$ cat config.mk
export PLATFORM = sky130hd
export DESIGN_NAME = unwind_code_frame_size_unit_flat
export DESIGN_NICKNAME = d
export VERILOG_FILES = /design/src/rtl/ucfs_pkg.sv /design/src/rtl/ucfs_if.sv /design/src/rtl/unwind_code_frame_size_unit.sv /design/src/rtl/ucfs_in_stage.sv /design/src/rtl/ucfs_core.sv /design/src/rtl/ucfs_out_stage.sv /design/src/flat_wrapper.sv
export SDC_FILE = /design/constraint.sdc
export NUM_CORES = 1
export LEC_CHECK = 0
export ABC_AREA = 0
export ABC_CLOCK_PERIOD_IN_PS = 4710
export BUFFER_PORTS_ARGS = -buffer_cell sky130_fd_sc_hd__buf_2
export CAP_MARGIN = 20
export CORE_MARGIN = 3
export CORE_UTILIZATION = 50
export CTS_CLUSTER_DIAMETER = 50
export DETAILED_ROUTE_END_ITERATION = 10
export PLACE_DENSITY = 0.69
export RECOVER_POWER = 25
export SLEW_MARGIN = 30
export SYNTH_ARGS = -nofsm -noshare
export SYNTH_HDL_FRONTEND = slang
export SYNTH_SLANG_ARGS = --single-unit
export TNS_END_PERCENT = 30
$ cat constraint.sdc
create_clock -name clk -period 4.71 [get_ports clk]
set_input_delay 0.2355 -clock clk [delete_from_list [all_inputs] [get_ports clk]]
set_output_delay 0.2355 -clock clk [all_outputs]
set_load 0.005 [all_outputs]
$ cat src/rtl/ucfs_pkg.sv
// ----------------------------------------------------------------------------
// ucfs_pkg
// Shared types and codes for the unwind-code frame-size unit.
// ----------------------------------------------------------------------------
package ucfs_pkg;

    // command codes carried by an input item
    localparam logic [1:0] CMD_BEGIN  = 2'd0;
    localparam logic [1:0] CMD_SLOT   = 2'd1;
    localparam logic [1:0] CMD_FINISH = 2'd2;

    // unwind opcodes (slot bits 11:8)
    localparam logic [3:0] OP_PUSH       = 4'd0;
    localparam logic [3:0] OP_ALLOC_LRG  = 4'd1;
    localparam logic [3:0] OP_ALLOC_SML  = 4'd2;
    localparam logic [3:0] OP_SET_FP     = 4'd3;
    localparam logic [3:0] OP_SAVE       = 4'd4;
    localparam logic [3:0] OP_SAVE_FAR   = 4'd5;

    // kind of operand slot still expected
    localparam logic [2:0] KIND_NONE    = 3'd0;
    localparam logic [2:0] KIND_SKIP1   = 3'd1;
    localparam logic [2:0] KIND_SKIP2   = 3'd2;
    localparam logic [2:0] KIND_LARGE8  = 3'd3;
    localparam logic [2:0] KIND_LARGELO = 3'd4;
    localparam logic [2:0] KIND_LARGEHI = 3'd5;

    // register number of the base pointer
    localparam logic [3:0] BASE_PTR_REG = 4'h5;

    // bytes per stack slot and for the return address
    localparam logic [31:0] SLOT_BYTES = 32'd8;

    typedef struct packed {
        logic [1:0]  command;
        logic [15:0] code_slot;
        logic [7:0]  record_code_count;
    } item_t;

    typedef struct packed {
        logic [31:0] frame_size;
        logic        status;
        logic        sets_frame_pointer;
        logic        pushes_base_pointer;
        logic [7:0]  push_position;
        logic [7:0]  push_record_count;
    } result_t;

    // handshake between the stages
    typedef struct packed {
        logic take;
        logic emit;
    } stage_ctl_t;

endpackage

$ cat src/rtl/ucfs_if.sv
// ----------------------------------------------------------------------------
// ucfs_if
// Valid/ready channels for input items and result items.
// ----------------------------------------------------------------------------
interface ucfs_in_if;
    logic        valid;
    logic        ready;
    logic [1:0]  command;
    logic [15:0] code_slot;
    logic [7:0]  record_code_count;

    modport source (output valid, command, code_slot, record_code_count, input ready);
    modport sink   (input valid, command, code_slot, record_code_count, output ready);
endinterface

interface ucfs_out_if;
    logic        valid;
    logic        ready;
    logic [31:0] frame_size;
    logic        status;
    logic        sets_frame_pointer;
    logic        pushes_base_pointer;
    logic [7:0]  push_position;
    logic [7:0]  push_record_count;

    modport source (output valid, frame_size, status, sets_frame_pointer,
                    pushes_base_pointer, push_position, push_record_count,
                    input ready);
    modport sink   (input valid, frame_size, status, sets_frame_pointer,
                    pushes_base_pointer, push_position, push_record_count,
                    output ready);
endinterface

$ cat src/rtl/unwind_code_frame_size_unit.sv
// ----------------------------------------------------------------------------
// unwind_code_frame_size_unit
// Sums the stack space described by a stream of x64 unwind-code slots.
// ----------------------------------------------------------------------------
// Feed a begin item with the record's code count, then its slots one item
// each, optionally further chained records, then a finish item; the finish
// item yields one result with the frame size (return address included when
// no unsupported opcode was seen), the flags and the status, and clears the
// walk. Every item is held in the input register while the decode logic
// applies it, so one item is accepted per clock unless a finish item waits,
// and the result of a finish item is registered in the result register.
// A finish item waits in the input register only while an earlier result is
// still held, and no further item is accepted while it waits.
module unwind_code_frame_size_unit
    import ucfs_pkg::*;
(
    input  logic        clk,
    input  logic        rst_n,
    ucfs_in_if.sink     in_ch,
    ucfs_out_if.source  out_ch
);

    logic       item_vld;
    item_t      item;
    logic       out_free;
    stage_ctl_t ctl;
    result_t    result;

    // input register
    ucfs_in_stage u_in_stage (
        .clk   (clk),
        .rst_n (rst_n),
        .in_ch (in_ch),
        .take  (ctl.take),
        .vld   (item_vld),
        .item  (item)
    );

    // decode and walk state
    ucfs_core u_core (
        .clk      (clk),
        .rst_n    (rst_n),
        .vld      (item_vld),
        .item     (item),
        .out_free (out_free),
        .ctl      (ctl),
        .result   (result)
    );

    // result register
    ucfs_out_stage u_out_stage (
        .clk    (clk),
        .rst_n  (rst_n),
        .load   (ctl.emit),
        .data   (result),
        .free   (out_free),
        .out_ch (out_ch)
    );

endmodule

$ cat src/rtl/ucfs_in_stage.sv
// ----------------------------------------------------------------------------
// ucfs_in_stage
// Input register: holds one item until the walker takes it.
// ----------------------------------------------------------------------------
module ucfs_in_stage
    import ucfs_pkg::*;
(
    input  logic        clk,
    input  logic        rst_n,
    ucfs_in_if.sink     in_ch,
    input  logic        take,
    output logic        vld,
    output item_t       item
);

    logic  vld_reg;
    logic  vld_next;
    item_t item_reg;

    // room when empty or when the held item leaves this cycle
    assign in_ch.ready = !vld_reg || take;
    assign vld_next    = in_ch.valid || (vld_reg && !take);

    always_ff @(posedge clk or negedge rst_n)
    begin
        if (!rst_n)
        begin
            vld_reg <= 1'b0;
        end
        else
        begin
            vld_reg <= vld_next;
        end
    end

    // payload load on accept
    always_ff @(posedge clk)
    begin
        if (in_ch.valid && in_ch.ready)
        begin
            item_reg.command           <= in_ch.command;
            item_reg.code_slot         <= in_ch.code_slot;
            item_reg.record_code_count <= in_ch.record_code_count;
        end
    end

    assign vld  = vld_reg;
    assign item = item_reg;

endmodule

$ cat src/rtl/ucfs_core.sv
// ----------------------------------------------------------------------------
// ucfs_core
// Walk state and per-item decode: one item per cycle, unless a finish waits.
// ----------------------------------------------------------------------------
module ucfs_core
    import ucfs_pkg::*;
(
    input  logic       clk,
    input  logic       rst_n,
    input  logic       vld,
    input  item_t      item,
    input  logic       out_free,
    output stage_ctl_t ctl,
    output result_t    result
);

    logic [31:0] running_size_reg, running_size_next;
    logic [7:0]  slot_position_reg, slot_position_next;
    logic [7:0]  record_count_reg, record_count_next;
    logic [2:0]  pending_kind_reg, pending_kind_next;
    logic [15:0] low_half_reg, low_half_next;
    logic        fp_flag_reg, fp_flag_next;
    logic        push_flag_reg, push_flag_next;
    logic [7:0]  push_index_reg, push_index_next;
    logic [7:0]  push_count_reg, push_count_next;
    logic        error_reg, error_next;

    logic [3:0]  opcode;
    logic [3:0]  info;

    assign opcode = item.code_slot[11:8];
    assign info   = item.code_slot[15:12];

    // a finish item waits for room in the result register
    assign ctl.take = vld && ((item.command != CMD_FINISH) || out_free);
    assign ctl.emit = ctl.take && (item.command == CMD_FINISH);

    // result of a finish item
    always_comb
    begin
        result.frame_size          = error_reg ? running_size_reg
                                               : running_size_reg + SLOT_BYTES;
        result.status              = error_reg;
        result.sets_frame_pointer  = fp_flag_reg;
        result.pushes_base_pointer = push_flag_reg;
        result.push_position       = push_index_reg;
        result.push_record_count   = push_count_reg;
    end

    // next state for the item in the input register
    always_comb
    begin
        running_size_next  = running_size_reg;
        slot_position_next = slot_position_reg;
        record_count_next  = record_count_reg;
        pending_kind_next  = pending_kind_reg;
        low_half_next      = low_half_reg;
        fp_flag_next       = fp_flag_reg;
        push_flag_next     = push_flag_reg;
        push_index_next    = push_index_reg;
        push_count_next    = push_count_reg;
        error_next         = error_reg;

        if (ctl.take)
        begin
            case (item.command)
                CMD_BEGIN:
                begin
                    record_count_next  = item.record_code_count;
                    slot_position_next = 8'd0;
                    pending_kind_next  = KIND_NONE;
                    low_half_next      = 16'd0;
                end
                CMD_SLOT:
                begin
                    if (!error_reg)
                    begin
                        if (pending_kind_reg != KIND_NONE)
                        begin
                            // operand slot, consumed even past the count
                            slot_position_next = slot_position_reg + 8'd1;
                            case (pending_kind_reg)
                                KIND_SKIP2:
                                begin
                                    pending_kind_next = KIND_SKIP1;
                                end
                                KIND_LARGE8:
                                begin
                                    running_size_next = running_size_reg
                                        + {13'd0, item.code_slot, 3'd0};
                                    pending_kind_next = KIND_NONE;
                                end
                                KIND_LARGELO:
                                begin
                                    low_half_next     = item.code_slot;
                                    pending_kind_next = KIND_LARGEHI;
                                end
                                KIND_LARGEHI:
                                begin
                                    running_size_next = running_size_reg
                                        + {item.code_slot, low_half_reg};
                                    pending_kind_next = KIND_NONE;
                                end
                                default:
                                begin
                                    pending_kind_next = KIND_NONE;
                                end
                            endcase
                        end
                        else if (slot_position_reg < record_count_reg)
                        begin
                            // opcode slot inside the record
                            slot_position_next = slot_position_reg + 8'd1;
                            case (opcode)
                                OP_PUSH:
                                begin
                                    running_size_next = running_size_reg + SLOT_BYTES;
                                    if (info == BASE_PTR_REG)
                                    begin
                                        push_flag_next  = 1'b1;
                                        push_count_next = record_count_reg;
                                        push_index_next = slot_position_reg + 8'd1;
                                    end
                                end
                                OP_ALLOC_LRG:
                                begin
                                    pending_kind_next = (info == 4'd0) ? KIND_LARGE8
                                                                       : KIND_LARGELO;
                                end
                                OP_ALLOC_SML:
                                begin
                                    running_size_next = running_size_reg
                                        + {25'd0, info, 3'd0} + SLOT_BYTES;
                                end
                                OP_SET_FP:
                                begin
                                    fp_flag_next = 1'b1;
                                end
                                OP_SAVE:
                                begin
                                    pending_kind_next = KIND_SKIP1;
                                end
                                OP_SAVE_FAR:
                                begin
                                    pending_kind_next = KIND_SKIP2;
                                end
                                default:
                                begin
                                    error_next = 1'b1;
                                end
                            endcase
                        end
                    end
                end
                CMD_FINISH:
                begin
                    running_size_next  = 32'd0;
                    slot_position_next = 8'd0;
                    record_count_next  = 8'd0;
                    pending_kind_next  = KIND_NONE;
                    low_half_next      = 16'd0;
                    fp_flag_next       = 1'b0;
                    push_flag_next     = 1'b0;
                    push_index_next    = 8'd0;
                    push_count_next    = 8'd0;
                    error_next         = 1'b0;
                end
                default:
                begin
                    // unused command: no effect
                end
            endcase
        end
    end

    always_ff @(posedge clk or negedge rst_n)
    begin
        if (!rst_n)
        begin
            running_size_reg  <= 32'd0;
            slot_position_reg <= 8'd0;
            record_count_reg  <= 8'd0;
            pending_kind_reg  <= KIND_NONE;
            low_half_reg      <= 16'd0;
            fp_flag_reg       <= 1'b0;
            push_flag_reg     <= 1'b0;
            push_index_reg    <= 8'd0;
            push_count_reg    <= 8'd0;
            error_reg         <= 1'b0;
        end
        else
        begin
            running_size_reg  <= running_size_next;
            slot_position_reg <= slot_position_next;
            record_count_reg  <= record_count_next;
            pending_kind_reg  <= pending_kind_next;
            low_half_reg      <= low_half_next;
            fp_flag_reg       <= fp_flag_next;
            push_flag_reg     <= push_flag_next;
            push_index_reg    <= push_index_next;
            push_count_reg    <= push_count_next;
            error_reg         <= error_next;
        end
    end

endmodule

$ cat src/rtl/ucfs_out_stage.sv
// ----------------------------------------------------------------------------
// ucfs_out_stage
// Result register: holds one result item until the sink takes it.
// ----------------------------------------------------------------------------
module ucfs_out_stage
    import ucfs_pkg::*;
(
    input  logic        clk,
    input  logic        rst_n,
    input  logic        load,
    input  result_t     data,
    output logic        free,
    ucfs_out_if.source  out_ch
);

    logic    vld_reg;
    logic    vld_next;
    result_t data_reg;

    // free when empty or when the held result leaves this cycle
    assign free     = !vld_reg || out_ch.ready;
    assign vld_next = load || (vld_reg && !out_ch.ready);

    always_ff @(posedge clk or negedge rst_n)
    begin
        if (!rst_n)
        begin
            vld_reg <= 1'b0;
        end
        else
        begin
            vld_reg <= vld_next;
        end
    end

    always_ff @(posedge clk)
    begin
        if (load)
        begin
            data_reg <= data;
        end
    end

    // drive the channel
    assign out_ch.valid               = vld_reg;
    assign out_ch.frame_size          = data_reg.frame_size;
    assign out_ch.status              = data_reg.status;
    assign out_ch.sets_frame_pointer  = data_reg.sets_frame_pointer;
    assign out_ch.pushes_base_pointer = data_reg.pushes_base_pointer;
    assign out_ch.push_position       = data_reg.push_position;
    assign out_ch.push_record_count   = data_reg.push_record_count;

endmodule
$ cat src/flat_wrapper.sv
// flat-port wrapper written by rule: the top's interface ports become plain ports
module unwind_code_frame_size_unit_flat import ucfs_pkg::*;
  (clk, rst_n, in_ch_valid, in_ch_command, in_ch_code_slot, in_ch_record_code_count, in_ch_ready, out_ch_valid, out_ch_frame_size, out_ch_status, out_ch_sets_frame_pointer, out_ch_pushes_base_pointer, out_ch_push_position, out_ch_push_record_count, out_ch_ready);
  ucfs_in_if in_ch_i ();
  ucfs_out_if out_ch_i ();
  input  logic clk;
  input  logic rst_n;
  input wire logic [$bits(in_ch_i.valid)-1:0] in_ch_valid;
  input wire logic [$bits(in_ch_i.command)-1:0] in_ch_command;
  input wire logic [$bits(in_ch_i.code_slot)-1:0] in_ch_code_slot;
  input wire logic [$bits(in_ch_i.record_code_count)-1:0] in_ch_record_code_count;
  output wire logic [$bits(in_ch_i.ready)-1:0] in_ch_ready;
  output wire logic [$bits(out_ch_i.valid)-1:0] out_ch_valid;
  output wire logic [$bits(out_ch_i.frame_size)-1:0] out_ch_frame_size;
  output wire logic [$bits(out_ch_i.status)-1:0] out_ch_status;
  output wire logic [$bits(out_ch_i.sets_frame_pointer)-1:0] out_ch_sets_frame_pointer;
  output wire logic [$bits(out_ch_i.pushes_base_pointer)-1:0] out_ch_pushes_base_pointer;
  output wire logic [$bits(out_ch_i.push_position)-1:0] out_ch_push_position;
  output wire logic [$bits(out_ch_i.push_record_count)-1:0] out_ch_push_record_count;
  input wire logic [$bits(out_ch_i.ready)-1:0] out_ch_ready;
  assign in_ch_i.valid = in_ch_valid;
  assign in_ch_i.command = in_ch_command;
  assign in_ch_i.code_slot = in_ch_code_slot;
  assign in_ch_i.record_code_count = in_ch_record_code_count;
  assign in_ch_ready = in_ch_i.ready;
  assign out_ch_valid = out_ch_i.valid;
  assign out_ch_frame_size = out_ch_i.frame_size;
  assign out_ch_status = out_ch_i.status;
  assign out_ch_sets_frame_pointer = out_ch_i.sets_frame_pointer;
  assign out_ch_pushes_base_pointer = out_ch_i.pushes_base_pointer;
  assign out_ch_push_position = out_ch_i.push_position;
  assign out_ch_push_record_count = out_ch_i.push_record_count;
  assign out_ch_i.ready = out_ch_ready;
  unwind_code_frame_size_unit u_core (.clk(clk), .rst_n(rst_n), .in_ch(in_ch_i), .out_ch(out_ch_i));
endmodule
Yosys cells after proc, flatten, opt, wreduce, memory -nomap -nowiden. Index checks and enable logic that the tools add are counted.

Logic and storage cells: 135. Register bits: 165. Input bits: 30. Output and inout bits: 53.

Add/subtract/negate cells: 6. Equality and inequality tests: 25. Multiplexer cells: 51. Reduce and logical (&&, ||, !) cells: 31. Order comparisons: 1.

Operators with widths (count): $pmux 32 s2 (3); $mux 32 (4); $mux 8 (13); $add 32x4->32 const B (2); $pmux 8 s2 (4); $mux 16 (3); $add 32x19->32 (1); $add 32x32->32 (1); $add 32x7->32 (1); $pmux 16 s2 (1); $ne 2x2->1 const B (7); $mux 1 (13); $eq 4x3->1 const B (3); $mux 3 (4); $pmux 3 s2 (2); $reduce_and 6->1 (2); $reduce_and 5->1 (2); $pmux 3 s3 (1); $add 8x1->8 const B (1); $eq 4x2->1 const B (2); $logic_not 4->1 (2); $lt 8x8->1 (1); $reduce_and 7->1 (1); $eq 3x2->1 const B (2); other kinds (20) (38).

Depth between registers and ports, before layout.
Depth in word-level cells: 7. Mapped depth: 13. Mapped depth without buffers: 13.

Cells and area by module. A second synthesis with hierarchy kept.

Cell total of the unflattened synthesis: 1147. Area total of the unflattened synthesis: 10644.0 um2.

Modules (own cells, without submodules): ucfs_core (cells each 1063, sequential area each 2152.1 um2, times used 1, area each 8230.4 um2); ucfs_out_stage (cells each 54, sequential area each 1556.5 um2, times used 1, area each 1579.0 um2); ucfs_in_stage (cells each 30, sequential area each 805.8 um2, times used 1, area each 834.6 um2).

Worst setup path after synthesis. No wires, ideal clock.

Path type: register to register. From: register u_core.u_in_stage.item_reg, in the netlist u_core.u_in_stage.item[24]. To: register u_core.u_out_stage.data_reg, in the netlist u_core.u_out_stage.out_ch.frame_size[0] (enable). Cell stages (with the launch flop): 6. Library setup time: 0.415 ns. Clock period less this slack: 2.802 ns. Slack: 1.908 ns. Path buffers: 2. Arrival time: 2.387 ns. Data required time: 4.295 ns. Cell sequence: edfxtp_1 -> inv_1 -> ha_1 -> clkbuf_1 -> clkbuf_1 -> and3_1.

Word-level cells in the longest chain between the ends: 4. Elaborated cells between the ends (all ways): 5. Classes of those cells: eq/ne (2); reduce/logical (3).

Ends and longest elaborated chain: start, declared (RTL line ucfs_in_stage.sv:18) `item_t item_reg;`; $ne 2x2->1 (RTL line ucfs_core.sv:35) `assign ctl.take = vld && ((item.command != CMD_FINISH) || out_free);`; $logic_or 1x1->1 (RTL line ucfs_core.sv:35); $logic_and 1x1->1 (RTL line ucfs_core.sv:35); $logic_and 1x1->1 (*) (RTL line ucfs_core.sv:36) `assign ctl.emit = ctl.take && (item.command == CMD_FINISH);`; net u_core.u_out_stage.load (RTL line ucfs_out_stage.sv:10) `input logic load,`; end signal, assigned (RTL line ucfs_out_stage.sv:40) `data_reg <= data;`; end, declared (RTL line ucfs_out_stage.sv:18) `result_t data_reg;`.

The timed path passes the listed nets; every way through them passes the cells marked *. A chain may end at the register's enable or synchronous reset.

Worst setup path after layout.
From: register u_core.u_core.running_size_reg[3]. To: register u_core.u_core.running_size_reg[29].

Word-level cells in the longest chain between the ends: 7. Elaborated cells between the ends (all ways): 11. Classes of those cells: add/sub (5); mux (6).

Ends and longest elaborated chain: start, declared (RTL line ucfs_core.sv:17) `logic [31:0] running_size_reg, running_size_next;`; start signal, assigned (RTL line ucfs_core.sv:193) `running_size_reg <= running_size_next;`; $add 32x7->32 (RTL line ucfs_core.sv:133) `+ {25'd0, info, 3'd0} + SLOT_BYTES;`; $add 32x4->32 (RTL line ucfs_core.sv:133); $pmux 32 s2 (RTL line ucfs_core.sv:114) `case (opcode)`; $mux 32 (RTL line ucfs_core.sv:110) `else if (slot_position_reg < record_count_reg)`; $mux 32 (*) (RTL line ucfs_core.sv:78) `if (pending_kind_reg != KIND_NONE)`; $mux 32 (*) (RTL line ucfs_core.sv:76) `if (!error_reg)`; $pmux 32 s2 (*) (RTL line ucfs_core.sv:66) `case (item.command)`.

Mark *: on every way between the ends. The rest lies on a longest branch, timed or not. The select of a mux whose other input is x is not followed.

==> out/metrics.cfg <==
[finish]
layout-drive-gt1-share_pct = 12.2
mostFrequentLayoutCells = 142 x nand2_1, 98 x o21ai_0, 88 x dfrtp_1, 82 x nor2_1, 80 x buf_2
final_common_cell = nand2_1
fillers = 1807
antenna_cells = 0
final_util_pct = 59.4
area_growth_pct = 14.3
multiInputGateArea_um2 = 5850
seq_area_um2 = 4510
fin_nets = 1339

[floorplan]
die_h_um = 152
core_um2 = 20600
start_util_pct = 52.0
fp.dieArea_um2 = 23200
num_rows = 52
die_w_um = 152
io_pins = 83

[clock_tree]
postCtsHoldBufs = 28
clk_pin_slew_worst_paths_ns = 0.08
cts-root-buf = clkbuf_16
h-tree-depth = 4
cts_resized = 0
cts_tree = built
cts.sinks = 165
cts_buffers = 17
clock_latency_ns = 0.44
max-clock-path-buffers = 2
cts_setup_buffers = 0

[power_and_ir_drop]
power_mw = 6.45
p_per_area_nw_per_um2 = 527
p_leak_nw = 5.12
max-vdd-ir-drop_uv = 278

[setup_path]
cp_max_fo = 10
slowest_stage = dfrtp_1
worstPathArrival_ns = 3.71
r2r_setup_slack_ns = 1.31
cp_cell_sequence = ha_1 > inv_1 > fa_1 > nand2b_1 > a21oi_1 > o21ai_0 > o21ai_0 > a31oi_1 > o31ai_1 > a31oi_1 > a211o_1
r2r_cells = 11
worstPathRequired_ns = 5.02
rr_endpoint = u_core.u_core.running_size_reg[29]
cp-end-kind = register
slowest_delay_ns = 0.55
r2r-start = u_core.u_core.running_size_reg[3]
critPathKind = reg -> reg
startpoint_type = register

[drt]
vias = 9385
routed_wl_um = 30500
drtIter0Drc = 799
drt_pass1_iterations = 5
viasPerCell = 6.17
wire_per_inst_um = 20.0
antenna_left = 0
drc_errors = 0

[grt]
globalRouteOverflowTotal = 0
antenna_found_initial = 0
grt_max_degree = 53
grt_pass1_vias = 8765
grt_pass1_wl_um = 48300
grt_use_total_pct = 25.9

[run]
drv_cap = 1

[placement]
place_ws_ns = 1.36
post-dp-hpwl_um = 22500
numPortBuffers = 82
place_congestion = 0.985

[timing]
tightest_slew_ns = 2.75
maxSlewViolCount = 46
fin_crit_sh_pct = 72.1
whs_ns = 0.118
relSlewSlack_pct = -83.5
finClkSkew_ns = 0.0119
setup_tns_ns = 0
finalWorstSetupSlack_ns = 1.31
rsz0062_at_grt = no
max_freq_mhz = 295
period_minus_slack_ns = 3.40
hold_viol_final = 0
setup-violations-final = 0

[logic_synthesis]
synth_flop_cell = dfrtp_1
async_reset_ff_share_pct = 53.3
synth-edff-count = 77
synth_cell_types = 74
ys_seq_elements = 165
ys_seq_area_share_pct = 42.1
synth_cells = 1155
ys.warnings.count = 0
syn_nets = 1256
yosysTopAreaCell = edfxtp_1
syn_area_um2 = 10700
syn_avg_cell_area_um2 = 9.28
synth_top_area_share_pct = 21.6
synthTopCellsByArea = edfxtp_1 22%, dfrtp_1 21%, ha_1 7.9%

[hold_path]
hold_path.startpoint = out_ch_ready
min_to = u_core.u_out_stage.out_ch.valid
hold_path.class = in -> reg
hold_depth = 3

[status]
violations = max-capacitance violations, max-slew violations
status = finished, violations left

[Yosys cell counts, types with 4 or more instances]
cell / number
and2_1: 4
inv_1: 36
buf_2: 12
nor4_1: 10
or3_1: 10
dfrtp_1: 88
nor2_1: 82
o211ai_1: 12
and3_1: 14
xnor2_1: 51
mux2_2: 9
a31oi_1: 12
a22o_1: 4
o21ai_0: 98
or4_1: 4
o31ai_1: 19
nand2b_1: 25
edfxtp_1: 77
a211oi_1: 12
a211o_1: 4
a21oi_1: 70
nand3_1: 39
a2111oi_0: 4
nand2_1: 142
o21bai_1: 5
a21o_1: 19
nor3_1: 21
mux2i_1: 6
nand4_1: 25
clkbuf_1: 42
or2_2: 4
xor2_1: 30
o22ai_1: 6
ha_1: 68
o221ai_1: 11
nor2b_1: 7
a22oi_1: 7
[cell families after synthesis]
logic type                 count (synthesis)  synth area share [%]
adders and majority gates                 71                  8.50
xor gates and xnor gates                  81                  6.62
AOI/OAI and AO/OA                        327                  19.8
DFF                                      165                  42.1
and+or+nand+nor                          403                  18.0
buffers and inverters                     93                  3.48
muxes                                     15                  1.51
[per-layer routing]
metal	GRT usage (%)	share of wire, %	up-vias
li1	-	-	4451
met1	38.8	46	4438
met2	39.3	44	454
met3	4.49	8.6	42
met4	6.83	2.1	0
met5	0	0	-
[stage by stage]
step / instances / area [um^2]
after CTS: 1521 / 12300
after global placement: 1461 / 11300
after detailed placement: 1461 / 11300
final: 1521 / 12300
after global routing: 1521 / 12300
after floorplan: 1155 / 10700
[worst max-delay path by stage]
stage	cells past startpoint	endpoint	slack, ns	start
after floorplan	5	u_core.u_out_stage.out_ch.frame_size[0]	1.91	u_core.u_in_stage.item[24]
after detailed placement	11	u_core.u_core.running_size_reg[29]	1.36	u_core.u_core.running_size_reg[3]
after CTS	11	u_core.u_core.running_size_reg[29]	1.36	u_core.u_core.running_size_reg[3]
after global routing	11	u_core.u_core.running_size_reg[29]	1.09	u_core.u_core.running_size_reg[3]
final	11	u_core.u_core.running_size_reg[29]	1.31	u_core.u_core.running_size_reg[3]
after global placement	7	u_core.u_core.push_index_reg[3]	1.46	u_core.u_core.slot_position_reg[1]
[critical path, delay by kind of cell (launching register included)]
family,cells,cell delay (ns)
flops,1,0.55
simple gates,1,0.19
compound gates,7,1.86
fa+ha+maj,2,0.61
buf+inv,1,0.06
[report_power, final]
| group | leakage [nW] | total [mW] | internal, mW | switching (mW) |
|---|---|---|---|---|
| Combinational | 2.94 | 2.74 | 1.10 | 1.64 |
| Sequential | 1.87 | 2.23 | 1.78 | 0.452 |
| Clock | 0.305 | 1.48 | 0.743 | 0.736 |
[final cells by class]
type	count	share of cell area (%)
clock inverters	15	1.75
flip-flops and latches	165	36.8
repair buffers	121	6.29
multi-input cells	897	47.8
inverters	36	1.10
well taps	270	2.76
clock buffers	17	3.47
No activity file was read; power rests on OpenSTA's default activity.
